File: src/sv/lpd_pkg.sv
// Shared constants and types for the length-prefixed deframer.
`timescale 1ns / 1ps

package lpd_pkg;

    // Bytes in each string length header, little-endian.
    localparam int LENGTH_FIELD_BYTES = 4;
    // Message byte counter holds COUNT_BITS+1 bits and saturates.
    localparam int COUNT_BITS = 16;

    localparam int DATA_W    = 8;
    localparam int CFG_W     = 16;
    localparam int APB_DW    = 32;
    localparam int APB_AW    = 3;
    localparam int HDR_CNT_W = 2;
    localparam int ACC_W     = 8 * LENGTH_FIELD_BYTES;
    localparam int LEN_CMP_W = (ACC_W > CFG_W) ? ACC_W : CFG_W;
    localparam int MSG_CNT_W = COUNT_BITS + 1;
    localparam int MSG_CMP_W = (MSG_CNT_W > CFG_W) ? MSG_CNT_W : CFG_W;
    localparam int REM_W     = 16;

    localparam logic [CFG_W-1:0] MAX_STRING_RESET  = 16'd4096;
    localparam logic [CFG_W-1:0] MAX_MESSAGE_RESET = 16'd16384;

    // Register index, taken from paddr[2].
    typedef enum logic {
        REG_MAX_STRING  = 1'b0,
        REG_MAX_MESSAGE = 1'b1
    } reg_index_t;

    typedef enum logic [1:0] {
        ST_OK       = 2'd0,
        ST_MSG_LONG = 2'd1,
        ST_STR_LONG = 2'd2,
        ST_TRUNC    = 2'd3
    } status_t;

endpackage

File: src/sv/length_prefix_deframer.sv
// Length-prefixed string deframer: byte parser, config registers and result register.
`timescale 1ns / 1ps

// Takes one message byte per transfer and accepts a new byte in each unstalled cycle:
// each accepted byte updates the header/body parse state in the cycle it arrives, and
// any result it causes (a string byte, a string end, or the message end with its
// status) is loaded into a single result register. in_stall rises only while that
// register holds a result and the downstream side stalls; without such stalls the
// rate is one byte per cycle. Headers are LENGTH_FIELD_BYTES little-endian bytes; an
// empty string yields a string_end with no byte. Status is reported on the
// message_end result only: message too long, then string too long, then truncated.
// After a string too long the rest of the message is dropped. Configuration registers
// sit at byte addresses 0 (max_string_length) and 4 (max_message_length).
module length_prefix_deframer
    import lpd_pkg::*;
(
    input  logic              clk,
    input  logic              rst_n,

    input  logic              in_valid,
    output logic              in_stall,
    input  logic [DATA_W-1:0] data_byte,
    input  logic              message_last,

    output logic              out_valid,
    input  logic              out_stall,
    output logic              byte_valid,
    output logic [DATA_W-1:0] out_byte,
    output logic              string_end,
    output logic              message_end,
    output logic [1:0]        status,

    input  logic              psel,
    input  logic              penable,
    input  logic              pwrite,
    input  logic [APB_AW-1:0] paddr,
    input  logic [APB_DW-1:0] pwdata,
    output logic [APB_DW-1:0] prdata,
    output logic              pready
);

    logic [CFG_W-1:0]     max_str_reg;
    logic [CFG_W-1:0]     max_msg_reg;

    logic                 in_header_reg,  in_header_next;
    logic [HDR_CNT_W-1:0] hdr_cnt_reg,    hdr_cnt_next;
    logic [ACC_W-1:0]     len_acc_reg,    len_acc_next;
    logic [REM_W-1:0]     remain_reg,     remain_next;
    logic [MSG_CNT_W-1:0] msg_cnt_reg,    msg_cnt_next;
    status_t              err_reg,        err_next;

    logic                 out_valid_reg;
    logic                 byte_valid_reg;
    logic [DATA_W-1:0]    out_byte_reg;
    logic                 string_end_reg;
    logic                 message_end_reg;
    status_t              status_reg;

    logic                 in_fire;
    logic                 emit;
    logic                 bvalid;
    logic                 send;
    status_t              status_next;
    logic [ACC_W-1:0]     hdr_len;
    logic [LEN_CMP_W-1:0] hdr_len_ext;
    logic                 cfg_write;
    reg_index_t           cfg_index;

    // ---------------- configuration port ----------------
    assign pready    = 1'b1;
    assign cfg_write = psel && penable && pwrite && pready;
    assign cfg_index = reg_index_t'(paddr[2]);

    always_comb
    begin
        case (cfg_index)
            REG_MAX_STRING:  prdata = APB_DW'(max_str_reg);
            REG_MAX_MESSAGE: prdata = APB_DW'(max_msg_reg);
            default:         prdata = '0;
        endcase
    end

    always_ff @(posedge clk or negedge rst_n)
    begin
        if (!rst_n)
        begin
            max_str_reg <= MAX_STRING_RESET;
            max_msg_reg <= MAX_MESSAGE_RESET;
        end
        else if (cfg_write)
        begin
            case (cfg_index)
                REG_MAX_STRING:  max_str_reg <= pwdata[CFG_W-1:0];
                REG_MAX_MESSAGE: max_msg_reg <= pwdata[CFG_W-1:0];
                default: ;
            endcase
        end
    end

    // ---------------- parser ----------------
    assign in_stall = out_valid_reg && out_stall;
    assign in_fire  = in_valid && !in_stall;

    assign hdr_len     = len_acc_reg | (ACC_W'(data_byte) << {hdr_cnt_reg, 3'b000});
    assign hdr_len_ext = LEN_CMP_W'(hdr_len);

    always_comb
    begin
        in_header_next = in_header_reg;
        hdr_cnt_next   = hdr_cnt_reg;
        len_acc_next   = len_acc_reg;
        remain_next    = remain_reg;
        err_next       = err_reg;
        bvalid         = 1'b0;
        send           = 1'b0;
        status_next    = ST_OK;

        msg_cnt_next = msg_cnt_reg;
        if (msg_cnt_reg != {MSG_CNT_W{1'b1}})
            msg_cnt_next = msg_cnt_reg + MSG_CNT_W'(1);

        if (err_reg == ST_OK)
        begin
            if (in_header_reg)
            begin
                if ((3'(hdr_cnt_reg) + 3'd1) >= 3'(LENGTH_FIELD_BYTES))
                begin
                    hdr_cnt_next = '0;
                    len_acc_next = '0;
                    if (hdr_len_ext > LEN_CMP_W'(max_str_reg))
                        err_next = ST_STR_LONG;
                    else if (hdr_len == '0)
                        send = 1'b1;
                    else
                    begin
                        remain_next    = hdr_len_ext[REM_W-1:0];
                        in_header_next = 1'b0;
                    end
                end
                else
                begin
                    hdr_cnt_next = hdr_cnt_reg + HDR_CNT_W'(1);
                    len_acc_next = hdr_len;
                end
            end
            else
            begin
                bvalid      = 1'b1;
                remain_next = remain_reg - REM_W'(1);
                if (remain_next == '0)
                begin
                    send           = 1'b1;
                    in_header_next = 1'b1;
                end
            end
        end

        if (message_last)
        begin
            if (MSG_CMP_W'(msg_cnt_next) > MSG_CMP_W'(max_msg_reg))
                status_next = ST_MSG_LONG;
            else if (err_next == ST_STR_LONG)
                status_next = ST_STR_LONG;
            else if (!in_header_next || hdr_cnt_next != '0)
                status_next = ST_TRUNC;
            else
                status_next = ST_OK;
            // start clean for the next message
            in_header_next = 1'b1;
            hdr_cnt_next   = '0;
            len_acc_next   = '0;
            remain_next    = '0;
            msg_cnt_next   = '0;
            err_next       = ST_OK;
        end
    end

    assign emit = bvalid || send || message_last;

    always_ff @(posedge clk or negedge rst_n)
    begin
        if (!rst_n)
        begin
            in_header_reg <= 1'b1;
            hdr_cnt_reg   <= '0;
            len_acc_reg   <= '0;
            remain_reg    <= '0;
            msg_cnt_reg   <= '0;
            err_reg       <= ST_OK;
            out_valid_reg <= 1'b0;
        end
        else
        begin
            if (in_fire)
            begin
                in_header_reg <= in_header_next;
                hdr_cnt_reg   <= hdr_cnt_next;
                len_acc_reg   <= len_acc_next;
                remain_reg    <= remain_next;
                msg_cnt_reg   <= msg_cnt_next;
                err_reg       <= err_next;
            end
            if (in_fire && emit)
                out_valid_reg <= 1'b1;
            else if (!out_stall)
                out_valid_reg <= 1'b0;
        end
    end

    // result payload: load only when a transfer produces a result
    always_ff @(posedge clk)
    begin
        if (in_fire && emit)
        begin
            byte_valid_reg  <= bvalid;
            out_byte_reg    <= bvalid ? data_byte : '0;
            string_end_reg  <= send;
            message_end_reg <= message_last;
            status_reg      <= status_next;
        end
    end

    assign out_valid   = out_valid_reg;
    assign byte_valid  = byte_valid_reg;
    assign out_byte    = out_byte_reg;
    assign string_end  = string_end_reg;
    assign message_end = message_end_reg;
    assign status      = status_reg;

    // ---------------- assertions ----------------
    a_stall_needs_result: assert property (@(posedge clk) disable iff (!rst_n)
        in_stall |-> out_valid)
        else $error("in_stall high with no pending result");

    a_status_only_at_end: assert property (@(posedge clk) disable iff (!rst_n)
        (out_valid && !message_end) |-> (status == ST_OK))
        else $error("nonzero status before message end");

    a_result_has_content: assert property (@(posedge clk) disable iff (!rst_n)
        out_valid |-> (byte_valid || string_end || message_end))
        else $error("empty result emitted");

    a_byte_zero_if_invalid: assert property (@(posedge clk) disable iff (!rst_n)
        (out_valid && !byte_valid) |-> (out_byte == '0))
        else $error("out_byte nonzero without byte_valid");

    a_clear_after_last: assert property (@(posedge clk) disable iff (!rst_n)
        (in_fire && message_last) |=>
            (in_header_reg && hdr_cnt_reg == '0 && msg_cnt_reg == '0 && err_reg == ST_OK))
        else $error("parse state not cleared after message end");

endmodule
File: config.mk
export PLATFORM = sky130hd
export DESIGN_NAME = length_prefix_deframer
export DESIGN_NICKNAME = d
export VERILOG_FILES = /design/src/sv/lpd_pkg.sv /design/src/sv/length_prefix_deframer.sv
export SDC_FILE = /design/constraint.sdc
export NUM_CORES = 1
export LEC_CHECK = 0
export BUFFER_PORTS_ARGS = -buffer_cell sky130_fd_sc_hd__buf_2
export CAP_MARGIN = 20
export CORE_MARGIN = 3
export CORE_UTILIZATION = 53
export CTS_CLUSTER_DIAMETER = 120
export DETAILED_ROUTE_END_ITERATION = 16
export HOLD_SLACK_MARGIN = 0.03
export PLACE_DENSITY = 0.79
export SLEW_MARGIN = 20
export SYNTH_ARGS = -nofsm -noshare
export SYNTH_HDL_FRONTEND = slang
export SYNTH_SLANG_ARGS = --single-unit
export TNS_END_PERCENT = 10
File: constraint.sdc
create_clock -name clk -period 7.1 [get_ports clk]
set_clock_uncertainty 0.2 [all_clocks]
set_input_delay 1.065 -clock clk [delete_from_list [all_inputs] [get_ports clk]]
set_output_delay 1.065 -clock clk [all_outputs]
set_load 0.1 [all_outputs]
==> results.toml <==
[critical_path]
rr_endpoint = "remain_reg[9]"
critPathCaptureType = "flop"
cp_max_fo = 11
worstPathArrival_ps = 5150
rr_startpoint = "hdr_cnt_reg[0]"
r2r_slack_ps = 2070
cp.required_ps = 7230
reg2reg_depth = 11
criticalPathCategory = "flop to flop"
timing.critical_path.from = "hdr_cnt_reg[0]"
worstSetupStartpointType = "flop"

[global_routing]
grt_pass1_wl_um = 28830
grt_max_degree = 63
antenna_found_initial = 0
grt_overflow = 0
grt_pass1_vias = 5780
grt_usage = 0.2511

[sta]
finalCriticalPeriod_ps = 5027
slew_viol_final = 0
hold_viol = 0
worst_slew_pin_slew_ps = 971.2
slew-limit-headroom = 0.3525
fin_crit_sh = 0.7081
rsz0062_at_grt = "no"
finalSetupViolations = 0
setup_tns_ps = 0
max_freq_mhz = 198.9

[synth]
ys_seq_area_frac = 0.4318
synth-edff-count = 13
yosysMostFrequentCell = "dfrtp_1"
dominantRegCellSynth = "dfrtp_1"
ys_types = 65
synth.area.top_cells = "dfrtp_1, ha_1, edfxtp_1"
yosysTopAreaCell = "dfrtp_1"
synth_commonest_cells = "dfrtp_1, nand2_1, nor2_1, a21oi_1, o21ai_0"
ys_ff_latch = 116
yosys_warnings = 0
syn-instance-count = 747
async_flop_share = 0.8879
syn_avg_cell_area_um2 = 9.212
synth.top_cell.area_share = 0.3636
synth_area_um2 = 6882

[pwr]
ir_drop_mv = 0.2448
p_switching_mw = 1.367
power-per-cell-area_nw_per_um2 = 408.8
power_frac_seq = 0.321
comb_power_share = 0.404
total_power_mw = 3.196
clockPowerShare = 0.276
p_sw_frac = 0.4277
intPower_mw = 1.829
power_leakage_nw = 3.709

[job]
max-cap-violations = 0

[floorplan]
io_pins = 99
core_um2 = 12360
fp.dieW_um = 120.0
die_h_um = 120.0
rows = 40
start_util = 0.5567
dieArea_um2 = 14390

[cells_and_area]
area_growth_pct = 13.62
n_fill_cell = 1035
drive_above_1_share = 0.1904
layout.nets = 883
regArea_um2 = 2972
largest_reg_flops = 32
diodes = 0
multiInputGateArea_um2 = 3508

[clocking]
cts_root_buffer = "clkbuf_16"
cts_inserted_buffers = 17
cts.path.max_buffers = 2
post_cts_resized = 0
htreeDepth = 4
cts.clk_slew.worst_paths_ps = 60
clk_latency_ps = 420
hold_buffers = 0
cts_tree = "yes"
postCtsSetupRepairBufs = 0
cts.sinks = 116

[routing]
antenna_left = 0
initialDrtViolationCount = 362
route.detailed.drc = 0
wl_um = 17360
viasPerCell = 5.798
routed-via-count = 5665
first_pass_iters = 5
wl_per_cell_um = 17.77

[place]
gp_congestion = 0.9007
hpwl_um = 12500
io_buffer_count = 63

[hold_path]
min_path_cells = 2
min_from = "len_acc_reg[4]"
hold_class = "flop to flop"
whs_endpoint = "len_acc_reg[4]"

[status]
outcome = "complete, no violations"
metal layers:
metal  routed length (µm)  global-route usage  part of all wire  vias up
li1                     -                   -                 -     2703
met4                  431             0.09520             0.025        0
met2                 8622              0.4233              0.50      187
met1                 7332              0.3148              0.42     2746
met5                    0                   0                 0        -
met3                  972             0.05655             0.056       29
layout make-up:
cell class / count / share of cell area
multi-input combinational: 548 / 0.4487
sequential: 116 / 0.3801
clock buffer: 18 / 0.05489
timing repair buffer: 68 / 0.04513
tap: 168 / 0.02688
clock inverter: 14 / 0.02272
inverter: 45 / 0.02160
cell families after synthesis:
| logic type | count (synthesis) | synth area share |
|---|---|---|
| and+or+nand+nor | 257 | 0.1916 |
| AOI/OAI and AO/OA | 178 | 0.1522 |
| DFF | 116 | 0.4318 |
| buffers and inverters | 98 | 0.06745 |
| muxes | 43 | 0.06873 |
| adders and majority gates | 36 | 0.06545 |
| xor gates and xnor gates | 17 | 0.02164 |
| other | 2 | 0.001091 |
metrics by stage:
stage               setup slack, ps  hold slack [ps]  utilization  cells  instance area (µm²)
floorplan                      2311            251.7            -    762                 6938
global placement               2216            271.9       0.5828    944                 7204
detailed placement             2042            281.3       0.5828    944                 7204
CTS                            2138            294.0       0.6319    976                 7811
global route                   1810            318.8       0.6325    977                 7819
finish                         2073            294.1       0.6325    977                 7819
worst max-delay path, cell delays in order (launching register included):
cell and delay (ps):
dfrtp_1 620, nor2b_1 560, a21o_1 280, ha_1 280
a21oi_1 180, o21a_1 140, o221ai_1 140, o31ai_1 580
nand4_1 330, a21oi_1 850, nand2_1 470, o21ai_0 300
cells in the final DEF (no fill, tap or decap), types with 5 or more instances in the layout:
cell type,Yosys,final
xnor2_1,11,11
a21oi_1,60,60
nor3_1,16,16
o31ai_1,8,8
o21a_1,6,6
o21ai_1,6,6
mux2_2,34,34
nor2_1,63,63
conb_1,2,17
mux2i_1,9,9
nand2b_1,10,10
a31oi_1,6,6
nand3_1,16,16
o21ai_0,55,54
nor4_1,14,14
inv_1,45,45
clkbuf_16,0,17
nand2_1,78,78
buf_4,19,5
nand4_1,15,15
edfxtp_1,13,13
a21o_1,13,13
dfrtp_1,100,100
xor2_1,6,6
and2_1,11,11
buf_2,5,63
ha_1,36,36
power by group through the flow:
stage | logic [mW] | clock network, mW | registers, mW
finish | 1.29 | 0.881 | 1.03
global route | 1.41 | 0.920 | 1.05
CTS | 1.28 | 0.890 | 1.02
detailed placement | 1.27 | 0 | 1.03
global placement | 1.22 | 0 | 1.01
floorplan | 0.992 | 0 | 1.01
worst max path at each step:
stage / to / slack [ps] / depth (start not counted)
after floorplan: prdata[1] / 2310 / 3
after global placement: remain_reg[11] / 2220 / 12
after detailed placement: remain_reg[9] / 2040 / 12
after CTS: remain_reg[9] / 2140 / 11
after global routing: remain_reg[11] / 1810 / 11
final: remain_reg[9] / 2070 / 11
No activity file was read; power rests on OpenSTA's default activity.
